<file path="src/hdl/gsa_pkg.sv">
package gsa_pkg;

  // Table geometry.
  localparam int SLOTS    = 64;
  localparam int GEN_BITS = 16;
  localparam int SLOT_W   = $clog2(SLOTS);
  localparam int CNT_W    = $clog2(SLOTS + 1);

  // Stream payload widths.
  localparam int IN_DATA_W  = 32;
  localparam int OUT_DATA_W = 32;

  // Command codes.
  localparam logic [1:0] CMD_CREATE  = 2'd0;
  localparam logic [1:0] CMD_DESTROY = 2'd1;
  localparam logic [1:0] CMD_CHECK   = 2'd2;

  // Status codes.
  localparam logic [1:0] ST_OK         = 2'd0;
  localparam logic [1:0] ST_NO_FREE    = 2'd1;
  localparam logic [1:0] ST_BAD_HANDLE = 2'd2;

  // Commands from the controller to the datapath.
  typedef struct packed {
    logic latch;  // capture the input transfer and start the stack read
    logic fetch;  // resolve the slot and start the generation read
    logic exec;   // update state and load the result register
  } ctl_cmd_t;

  // Status from the datapath to the controller.
  typedef struct packed {
    logic out_blocked;  // a result is held and not taken this cycle
  } dp_stat_t;

endpackage

</file>
<file path="src/hdl/generational_slot_allocator.sv">
// Flow: a command accepted in S_IDLE has its slot resolved in S_FETCH and its
// result loaded onto out_tvalid in S_EXEC, which waits while the output side is stalled.
// A new command is taken only once the last one has executed, as set by the two dependent
// registered memory reads (free stack top, then slot generation).
// Reset (rst_n low, synchronous): slots 0 to SLOTS-2 are free with slot 0 on top,
// all generations read as one, no slot is active; there is no clearing pass.
module generational_slot_allocator (
  input  logic                              clk,
  input  logic                              rst_n,
  input  logic                              in_tvalid,
  output logic                              in_tready,
  // [1:0] command, [9:2] handle_index, [25:10] handle_generation, [31:26] zero
  input  logic [gsa_pkg::IN_DATA_W-1:0]     in_tdata,
  output logic                              out_tvalid,
  input  logic                              out_tready,
  // [5:0] result_index, [21:6] result_generation, [23:22] status,
  // [30:24] live_count, [31] zero
  output logic [gsa_pkg::OUT_DATA_W-1:0]    out_tdata
);
  import gsa_pkg::*;

  ctl_cmd_t cmd;
  dp_stat_t stat;

  gsa_ctrl u_ctrl (
    .clk       (clk),
    .rst_n     (rst_n),
    .in_tvalid (in_tvalid),
    .in_tready (in_tready),
    .stat      (stat),
    .cmd       (cmd)
  );

  gsa_dp u_dp (
    .clk        (clk),
    .rst_n      (rst_n),
    .cmd        (cmd),
    .stat       (stat),
    .in_tdata   (in_tdata),
    .out_tvalid (out_tvalid),
    .out_tready (out_tready),
    .out_tdata  (out_tdata)
  );

endmodule

</file>
<file path="src/hdl/gsa_ctrl.sv">
module gsa_ctrl (
  input  logic              clk,
  input  logic              rst_n,
  input  logic              in_tvalid,
  output logic              in_tready,
  input  gsa_pkg::dp_stat_t stat,
  output gsa_pkg::ctl_cmd_t cmd
);
  import gsa_pkg::*;

  typedef enum logic [1:0] {
    S_IDLE,
    S_FETCH,
    S_EXEC
  } state_t;

  state_t state_r;
  state_t state_nxt;

  // Next-state logic.
  always_comb begin
    state_nxt = state_r;
    unique case (state_r)
      S_IDLE: begin
        if (in_tvalid) begin
          state_nxt = S_FETCH;
        end
      end
      S_FETCH: begin
        state_nxt = S_EXEC;
      end
      S_EXEC: begin
        if (!stat.out_blocked) begin
          state_nxt = S_IDLE;
        end
      end
      default: begin
        state_nxt = S_IDLE;
      end
    endcase
  end

  // State register.
  always_ff @(posedge clk) begin
    if (!rst_n) begin
      state_r <= S_IDLE;
    end else begin
      state_r <= state_nxt;
    end
  end

  // Command decode.
  assign in_tready = (state_r == S_IDLE);
  assign cmd.latch = (state_r == S_IDLE) && in_tvalid;
  assign cmd.fetch = (state_r == S_FETCH);
  assign cmd.exec  = (state_r == S_EXEC) && !stat.out_blocked;

endmodule

</file>
<file path="src/hdl/gsa_dp.sv">
module gsa_dp (
  input  logic                              clk,
  input  logic                              rst_n,
  input  gsa_pkg::ctl_cmd_t                 cmd,
  output gsa_pkg::dp_stat_t                 stat,
  input  logic [gsa_pkg::IN_DATA_W-1:0]     in_tdata,
  output logic                              out_tvalid,
  input  logic                              out_tready,
  output logic [gsa_pkg::OUT_DATA_W-1:0]    out_tdata
);
  import gsa_pkg::*;

  // Captured command.
  logic [1:0]          cmd_r;
  logic [7:0]          idx_r;
  logic [15:0]         hgen_r;
  logic [SLOT_W-1:0]   slot_r;
  logic [SLOT_W-1:0]   slot_nxt;

  // Allocation state.
  logic [CNT_W-1:0]    depth_r;
  logic [CNT_W-1:0]    depth_nxt;
  logic [CNT_W-1:0]    total_r;
  logic [CNT_W-1:0]    total_nxt;
  logic [SLOTS-1:0]    active_r;

  // Free stack memory, its written marks and read port.
  logic [SLOT_W-1:0]   stack_mem [SLOTS];
  logic [SLOTS-1:0]    stack_v_r;
  logic [SLOT_W-1:0]   stack_rd_r;
  logic                stack_rd_v_r;
  logic [SLOT_W-1:0]   stack_raddr_r;
  logic [SLOT_W-1:0]   stack_raddr;
  logic [SLOT_W-1:0]   slot_pop;

  // Generation memory, its written marks and read port.
  logic [GEN_BITS-1:0] gen_mem [SLOTS];
  logic [SLOTS-1:0]    gen_v_r;
  logic [GEN_BITS-1:0] gen_rd_r;
  logic                gen_rd_v_r;
  logic [GEN_BITS-1:0] gen_cur;

  // Decisions of the execute step.
  logic                in_range;
  logic                handle_ok;
  logic                create_ok;
  logic                destroy_ok;
  logic                stack_we;
  logic                gen_we;

  // Result register.
  logic                out_valid_r;
  logic [SLOT_W-1:0]   res_index_r;
  logic [SLOT_W-1:0]   res_index_nxt;
  logic [15:0]         res_gen_r;
  logic [15:0]         res_gen_nxt;
  logic [1:0]          res_status_r;
  logic [1:0]          res_status_nxt;
  logic [CNT_W-1:0]    res_live_r;

  // The stack top is read while the command is captured.
  assign stack_raddr = SLOT_W'(depth_r - CNT_W'(1));

  // An unwritten stack entry holds its reset contents.
  assign slot_pop = stack_rd_v_r ? stack_rd_r
                                 : (SLOT_W'(SLOTS - 2) - stack_raddr_r);
  assign slot_nxt = (cmd_r == CMD_CREATE) ? slot_pop : idx_r[SLOT_W-1:0];

  // An unwritten generation entry reads as one.
  assign gen_cur = gen_rd_v_r ? gen_rd_r : GEN_BITS'(1);

  // Handle and command checks.
  assign in_range   = (32'(idx_r) < SLOTS);
  assign handle_ok  = in_range && active_r[slot_r] && (GEN_BITS'(hgen_r) == gen_cur);
  assign create_ok  = (cmd_r == CMD_CREATE) && (depth_r != '0);
  assign destroy_ok = (cmd_r == CMD_DESTROY) && handle_ok;
  assign stack_we   = cmd.exec && destroy_ok && (32'(depth_r) < SLOTS);
  assign gen_we     = cmd.exec && destroy_ok;

  // Result fields and counter updates.
  always_comb begin
    res_index_nxt  = idx_r[SLOT_W-1:0];
    res_gen_nxt    = '0;
    res_status_nxt = ST_BAD_HANDLE;
    depth_nxt      = depth_r;
    total_nxt      = total_r;
    case (cmd_r)
      CMD_CREATE: begin
        if (create_ok) begin
          res_index_nxt  = slot_r;
          res_gen_nxt    = 16'(gen_cur);
          res_status_nxt = ST_OK;
          depth_nxt      = depth_r - CNT_W'(1);
          total_nxt      = total_r + CNT_W'(1);
        end else begin
          res_index_nxt  = '0;
          res_status_nxt = ST_NO_FREE;
        end
      end
      CMD_DESTROY: begin
        if (handle_ok) begin
          res_status_nxt = ST_OK;
          if (32'(depth_r) < SLOTS) begin
            depth_nxt = depth_r + CNT_W'(1);
          end
          if (total_r != '0) begin
            total_nxt = total_r - CNT_W'(1);
          end
        end
      end
      CMD_CHECK: begin
        res_status_nxt = handle_ok ? ST_OK : ST_BAD_HANDLE;
      end
      default: begin
        res_status_nxt = ST_BAD_HANDLE;
      end
    endcase
  end

  // Command capture and slot selection.
  always_ff @(posedge clk) begin
    if (cmd.latch) begin
      cmd_r  <= in_tdata[1:0];
      idx_r  <= in_tdata[9:2];
      hgen_r <= in_tdata[25:10];
    end
    if (cmd.fetch) begin
      slot_r <= slot_nxt;
    end
  end

  // Memory arrays: one write and one registered read each.
  always_ff @(posedge clk) begin
    if (stack_we) begin
      stack_mem[depth_r[SLOT_W-1:0]] <= slot_r;
    end
    if (cmd.latch) begin
      stack_rd_r    <= stack_mem[stack_raddr];
      stack_rd_v_r  <= stack_v_r[stack_raddr];
      stack_raddr_r <= stack_raddr;
    end
    if (gen_we) begin
      gen_mem[slot_r] <= gen_cur + GEN_BITS'(1);
    end
    if (cmd.fetch) begin
      gen_rd_r   <= gen_mem[slot_nxt];
      gen_rd_v_r <= gen_v_r[slot_nxt];
    end
  end

  // Control state, written marks and active bits.
  always_ff @(posedge clk) begin
    if (!rst_n) begin
      depth_r   <= CNT_W'(SLOTS - 1);
      total_r   <= '0;
      active_r  <= '0;
      stack_v_r <= '0;
      gen_v_r   <= '0;
    end else if (cmd.exec) begin
      depth_r <= depth_nxt;
      total_r <= total_nxt;
      if (create_ok) begin
        active_r[slot_r] <= 1'b1;
      end
      if (destroy_ok) begin
        active_r[slot_r] <= 1'b0;
        gen_v_r[slot_r]  <= 1'b1;
      end
      if (stack_we) begin
        stack_v_r[depth_r[SLOT_W-1:0]] <= 1'b1;
      end
    end
  end

  // Result register: loaded on execute, freed by the output transfer.
  always_ff @(posedge clk) begin
    if (!rst_n) begin
      out_valid_r <= 1'b0;
    end else if (cmd.exec) begin
      out_valid_r <= 1'b1;
    end else if (out_tready) begin
      out_valid_r <= 1'b0;
    end
  end

  always_ff @(posedge clk) begin
    if (cmd.exec) begin
      res_index_r  <= res_index_nxt;
      res_gen_r    <= res_gen_nxt;
      res_status_r <= res_status_nxt;
      res_live_r   <= total_nxt;
    end
  end

  assign stat.out_blocked = out_valid_r && !out_tready;
  assign out_tvalid       = out_valid_r;
  assign out_tdata        = {1'b0, res_live_r, res_status_r, res_gen_r, res_index_r};

`ifndef SYNTHESIS
  // Every slot but the last is either free or active.
  a_conserve: assert property (@(posedge clk) disable iff (!rst_n)
    (32'(depth_r) + 32'(total_r)) == (SLOTS - 1))
    else $error("free depth plus live count lost a slot");

  // A successful create leaves its slot active.
  a_create_marks: assert property (@(posedge clk) disable iff (!rst_n)
    (cmd.exec && create_ok) |=> active_r[$past(slot_r)])
    else $error("created slot not marked active");

  // A successful destroy leaves its slot inactive.
  a_destroy_clears: assert property (@(posedge clk) disable iff (!rst_n)
    (cmd.exec && destroy_ok) |=> !active_r[$past(slot_r)])
    else $error("destroyed slot still active");

  // A result is never loaded over one that is still held.
  a_no_overwrite: assert property (@(posedge clk) disable iff (!rst_n)
    cmd.exec |-> !(out_valid_r && !out_tready))
    else $error("result register overwritten");
`endif

endmodule
</file>
<file path="config.mk">
export PLATFORM = sky130hd
export DESIGN_NAME = generational_slot_allocator
export DESIGN_NICKNAME = d
export VERILOG_FILES = /design/src/hdl/gsa_pkg.sv /design/src/hdl/generational_slot_allocator.sv /design/src/hdl/gsa_ctrl.sv /design/src/hdl/gsa_dp.sv
export SDC_FILE = /design/constraint.sdc
export NUM_CORES = 2
export LEC_CHECK = 0
export BUFFER_PORTS_ARGS = -buffer_cell sky130_fd_sc_hd__buf_4
export CORE_MARGIN = 5
export CORE_UTILIZATION = 59
export CTS_BUF_LIST = sky130_fd_sc_hd__clkbuf_2
export CTS_CLUSTER_DIAMETER = 150
export DETAILED_ROUTE_END_ITERATION = 10
export PLACE_DENSITY = 0.78
export REMOVE_ABC_BUFFERS = 1
export SKIP_LAST_GASP = 1
export SLEW_MARGIN = 15
export SYNTH_ARGS = -nofsm -noshare
export SYNTH_HDL_FRONTEND = slang
export SYNTH_SLANG_ARGS = --single-unit
export TNS_END_PERCENT = 1
</file>
<file path="constraint.sdc">
create_clock -name clk -period 4.7 [get_ports clk]
set_clock_uncertainty 0.05 [all_clocks]
set_input_delay 0.47 -clock clk [delete_from_list [all_inputs] [get_ports clk]]
set_output_delay 0.47 -clock clk [all_outputs]
set_load 0.01 [all_outputs]
</file>
* Yosys cells after proc, flatten, opt, wreduce, memory -nomap -nowiden *
Memories as Yosys holds them, arrays and structs flattened. A register that Yosys moved wholly into a read port is not among the register bits.
Cells that the tools add are included.

word-level totals
  memories kept = 2
  word-level logic and storage cells = 113
  flip-flop bits (word level) = 280
  output and inout bits = 34
  latch bits = 0
  bits in read-only memories = 0
  memory bits (writable) = 1408

memories
  memory          depth  width  read ports  clocked after Yosys merged registers in  write ports  line          source
  u_dp.gen_mem    64     16     1           1                                        1            gsa_dp.sv:37  logic [GEN_BITS-1:0] gen_mem [SLOTS];
  u_dp.stack_mem  64     6      1           1                                        1            gsa_dp.sv:28  logic [SLOT_W-1:0] stack_mem [SLOTS];

cells by class
  equality and inequality tests = 10
  magnitude comparators = 8
  add/subtract/negate cells = 6
  shift-type cells = 0
  muxes and demuxes = 39
  bitwise logic cells = 5
  $mul = 0
  div/mod/pow operators = 0
  reductions and logical operators = 25

operators with widths
  operator                                              number
  two-way mux 64 bit                                    4
  OR 64 bit                                             3
  bitwise AND 64 bit                                    1
  NOT 64 bit                                            1
  two-way mux 7 bit                                     6
  < comparator 6 x 7 -> 1 bit (second input constant)   4
  case mux 7 bit (2 select lines)                       2
  two-way mux 6 bit                                     4
  binary-select mux 1 bit (select 6 bit)                3
  adder 16 x 1 -> 16 bit (second input constant)        1
  == test 16 bit                                        1
  two-way mux 16 bit                                    1
  adder 7 x 1 -> 7 bit (second input constant)          2
  nonzero test 7 bit                                    2
  subtractor 7 x 1 -> 7 bit (second input constant)     2
  demux 1 bit (select 6 bit)                            2
  >= comparator 6 x 1 -> 1 bit (second input constant)  2
  two-way mux 1 bit                                     12
  logical AND 1 bit                                     11
  < comparator 8 x 7 -> 1 bit (second input constant)   1
  AND reduction 2 bit                                   4
  < comparator 7 bit (second input constant)            1
  two-way mux 2 bit                                     3
  inequality test 2 bit (second input constant)         3
  other kinds (11)                                      17

* Logic depth before layout (Yosys ltp) *
  depth after elaboration = 10
  depth in mapped cells = 14

* By module *
A second synthesis with hierarchy kept.

unflattened totals
  cells, all modules = 4976
  area, all modules = 68669.6 um^2

by module, submodules not included
  module    area an instance (um^2)  cells an instance  instances
  gsa_dp    68575.8                  4966               1
  gsa_ctrl  93.8                     10                 1

* Least setup slack after synthesis *
OpenSTA, ideal clock, no wires.

  path type = register to register
  start point = register u_dp.gen_rd_v_r
  end point = memory u_dp.gen_mem[0][14], data pin
  path slack = -0.373 ns
  cell stages (with the launch flop) = 8
  clock period less this slack = 5.073 ns
  arrival = 4.299 ns
  data required time = 3.926 ns
  cell sequence = edfxtp_1 -> clkbuf_1 -> clkbuf_1 -> and2_1 -> ha_1 -> nand2_1 -> or3_1 -> a21boi_0

between the ends
  word-level cells in the longest chain between the ends = 2

RTL lines
  element                 line           source
  start, declared         gsa_dp.sv:40   logic gen_rd_v_r;
  start signal, assigned  gsa_dp.sv:147  gen_rd_v_r <= gen_v_r[slot_nxt];
  two-way mux 16 bit      gsa_dp.sv:70   assign gen_cur = gen_rd_v_r ? gen_rd_r : GEN_BITS'(1);
  via u_dp.gen_cur[1]     gsa_dp.sv:41   logic [GEN_BITS-1:0] gen_cur;
  adder 16 x 1 -> 16 bit  gsa_dp.sv:143  gen_mem[slot_r] <= gen_cur + GEN_BITS'(1);
  end, declared           gsa_dp.sv:37

The timed path passes the listed nets, and every way through them passes these cells.

* Final worst setup path *
  start point = register u_dp.slot_r[5]
  end point = register u_dp.stack_v_r[10]

between the ends
  word-level cells in the longest chain between the ends = 8

RTL lines
  element                                  line           source
  start, declared                          gsa_dp.sv:17   logic [SLOT_W-1:0] slot_r;
  start signal, assigned                   gsa_dp.sv:128  slot_r <= slot_nxt;
  binary-select mux 1 bit (select 6 bit)   gsa_dp.sv:74   assign handle_ok = in_range && active_r[slot_r] && (GEN_BITS'(hgen_r) == gen_cur);
  two-way mux 1 bit (not written as such)  gsa_dp.sv:74
  logical AND 1 bit (2 in series)          gsa_dp.sv:74
  logical AND 1 bit                        gsa_dp.sv:76   assign destroy_ok = (cmd_r == CMD_DESTROY) && handle_ok;
  logical AND 1 bit (2 in series)          gsa_dp.sv:77   assign stack_we = cmd.exec && destroy_ok && (32'(depth_r) < SLOTS);
  AND reduction 2 bit (no source line)     n/a
  end signal, assigned                     gsa_dp.sv:157  stack_v_r <= '0;
  end signal, assigned by index            gsa_dp.sv:170  stack_v_r[depth_r[SLOT_W-1:0]] <= 1'b1;
  end, declared                            gsa_dp.sv:29   logic [SLOTS-1:0] stack_v_r;

Every way passes these cells. The select of a mux whose other input is x is not followed.
A chain may end at the register's enable or synchronous reset.

==> flow_metrics.tcl <==
set metrics [dict create \
    grt_util_met3 0.0685 \
    ys_seq_area_frac 0.700 \
    synth_top_area_frac 0.640 \
    area_growth_pct 12.3 \
    synth.mux.area_fraction 0.149 \
    critPathLaunchType "flip-flop" \
    path_common_cell "nor2_1" \
    crit_chain "nor2_1 -> nand2_1 -> o22ai_1 -> or4_4 -> nor2_1 -> or4b_4 -> buf_4 -> or3_1 -> o21ai_1 -> dlygate4sd3_1" \
    holdWs_ns 0.314 \
    setup_viol_count_final 0 \
    synth.top_cells.by_area "edfxtp_1 (64%), mux2i_1 (8.5%), dfxtp_1 (5.9%), mux4_2 (4.7%), nand2_1 (2.3%)" \
    cts_max_level 5 \
    cts_made_buffers 415 \
    antenna_found_initial 6 \
    hold_class "input pin to flip-flop" \
    drive_above_1_share 0.260 \
    grt_pass1_vias 43000 \
    yosysWarnings 0 \
    drc_errors 0 \
    clockBufferDepth 4 \
    critical_path_depth 10 \
    met1_usage 0.382 \
    hold_viol 0 \
    clk_latency_ns 1.79 \
    syn_area_mm2 0.0704 \
    critPathTopFamily "simple AND/OR/NAND/NOR gates" \
    clk_pin_slew_worst_paths_ns 0.12 \
    max_freq_mhz 227 \
    grt_max_degree 122 \
    status "completed" \
    synth-edff-count 1501 \
    critical-path-slowest-cell "or4b_4" \
    yosys.area_share.simple 0.0735 \
    die_w_um 355 \
    maxCapViolations 0 \
    post_drt_wl_per_cell_um 25.4 \
    drt-total-wl_um 174000 \
    final_area_mm2 0.0790 \
    ant_nets 0 \
    vias 42900 \
    yosysUniqueCellTypes 77 \
    timing.final.crit_share 0.936 \
    critPathCaptureType "flip-flop" \
    cts_resized 0 \
    rsz0062_at_grt "no" \
    crit_arrival_ns 6.08 \
    critPathKind "flip-flop to flip-flop" \
    finalCriticalPeriod_ns 4.40 \
    grt_use_met2 0.426 \
    grt_pass1_wl_um 262000 \
    tightest_slew_ns 1.17 \
    reg2reg_depth 10 \
    dpl_cell_area_mm2 0.0743 \
    syn_area_per_cell_um2 15.7 \
    drt_iter0_markers 5085 \
    yosys-top-cells-count "edfxtp_1 (1,501), mux2i_1 (601), nand2_1 (423), clkbuf_1 (211), dfxtp_1 (209)" \
    nets 5025 \
    synth-async-reset-ratio 0 \
    cts-root-buf "clkbuf_2" \
    path_buf_inv 2 \
    die_h_um 355 \
    row_count 126 \
    synth_compound_gate_area_share 0.0523 \
    yosysMostFrequentCell "edfxtp_1" \
    gp_congestion 0.905 \
    io_pins 70 \
    dr.pass1.iters 6 \
    synth_top_family_by_area "multiplexers" \
    drv_slew 0 \
    cts_num_sinks 1710 \
    yosys.area_share.adder 0.00178 \
    yosysTopAreaCell "edfxtp_1" \
    cp_max_fo 17 \
    core_mm2 0.118 \
    dieArea_mm2 0.126 \
    grt_overflow 0 \
    utilization 0.668 \
    synthCells 4476 \
    hold_path_depth 6 \
    ys_ff_latch 1710 \
    power-per-cell-area_mw_per_mm2 366 \
    grtUsageTotal 0.275 \
    synth_ff_type "edfxtp_1" \
    synth_xor_area_frac 0.00261 \
    io_buffers 62 \
    start_util 0.595 \
    grt.busiest_layer "met2" \
    critPathRequiredTime_ns 6.37 \
    p_leak_nw 28.3 \
    vias_per_cell 6.26 \
    cts_tree "built" \
    slew_headroom 0.220 \
    hpwl_um 101000 \
    ir_drop_mv 0.277 \
    worst_path_largest_cell_delay_ns 0.76 \
]
==> tightest hold or removal path, delay by kind of cell <==
family,cells,cell delay [ns]
compound gates,1,0.16
buf+inv,3,1.21
simple gates,2,0.26
==> per-stage QoR <==
| stage | cells | setup TNS (ns) | setup slack (ns) | power [W] |
|---|---|---|---|---|
| floorplan | 4165 | -6862.57 | -36.54 | 0.0203 |
| finish | 6852 | 0 | 0.299 | 0.0289 |
| global route | 6851 | 0 | 0.229 | 0.0300 |
| CTS | 6844 | 0 | 0.382 | 0.0289 |
| global placement | 6006 | 0 | 0.691 | 0.0194 |
| detailed placement | 6007 | 0 | 0.689 | 0.0194 |
==> sequential cells by signal, summed over array words and instances (netlist names), 8 cells and up, named ones only <==
| name | count |
|---|---|
| u_dp.gen_mem | 1024 |
| u_dp.stack_mem | 384 |
| u_dp.gen_v_r | 64 |
| u_dp.stack_v_r | 64 |
| u_dp.gen_rd_r | 16 |
| u_dp.hgen_r | 16 |
| u_dp.res_gen_r | 16 |
| u_dp.idx_r | 8 |
==> where the power goes <==
part           total, W  leakage [nW]  switching, W  internal (W)
logic           0.00252          9.98       0.00169      0.000831
registers        0.0167          15.4     0.0000694        0.0166
clock network   0.00968          2.93       0.00582       0.00386
total            0.0289          28.3       0.00758        0.0213
==> layer usage <==
layer | vias up | wire length (um)
met5 | - | 21
met4 | 4 | 5770
met3 | 400 | 18500
met2 | 2565 | 81000
met1 | 21300 | 69000
li1 | 18700 | -
==> layout make-up <==
class,instances,area (um2)
clock buffer,636,3180
multi-input combinational,2414,20000
inverter,41,155
sequential,1710,49300
fill,7852,39200
timing repair buffer,397,3960
tap,1536,1920
clock inverter,111,573
antenna,7,17.5
==> kinds of logic after synthesis <==
kind of cell / count (synthesis)
flops: 1710
simple gates: 1001
mux: 850
compound gates: 531
buf+inv: 352
xor+xnor: 21
fa+ha+maj: 10
other cells: 1
==> worst paths after layout <==
| kind | startpoint | endpoint | slack (ns) |
|---|---|---|---|
| worst max-delay path | u_dp.slot_r[5]$_DFFE_PN_ | u_dp.stack_v_r[10]$_SDFFE_PN0P_ | 0.30 |
| worst min-delay path | out_tready | u_ctrl.state_r[1]$_SDFFE_PN0P_ | 0.31 |
| worst max register to register | u_dp.slot_r[5]$_DFFE_PN_ | u_dp.stack_v_r[10]$_SDFFE_PN0P_ | 0.30 |
| worst min register to register | u_dp.stack_v_r[41]$_SDFFE_PN0P_ | u_dp.stack_v_r[41]$_SDFFE_PN0P_ | 0.41 |
==> cell usage in the layout, fill, tap and decap left out, types with 36 or more instances in the layout <==
cell           instances
nand2_1              423
o21ai_0              154
mux2_2               103
nor2_1               160
nor3_2                69
edfxtp_1            1501
dlygate4sd3_1         89
o21a_1                82
dfxtp_1              208
clkinv_1              87
clkbuf_2             636
o211ai_1             163
a22o_1                36
nand4_1              107
nand3_1               65
buf_12                57
mux4_2               146
buf_4                248
mux2i_1              601
==> timing repair <==
| item | in CTS | in global routing |
|---|---|---|
| hold endpoints to repair | 305 | 0 |
| hold buffers | 90 | 0 |
| setup buffers | 0 | 0 |
(Power assumes the default switching activity.)
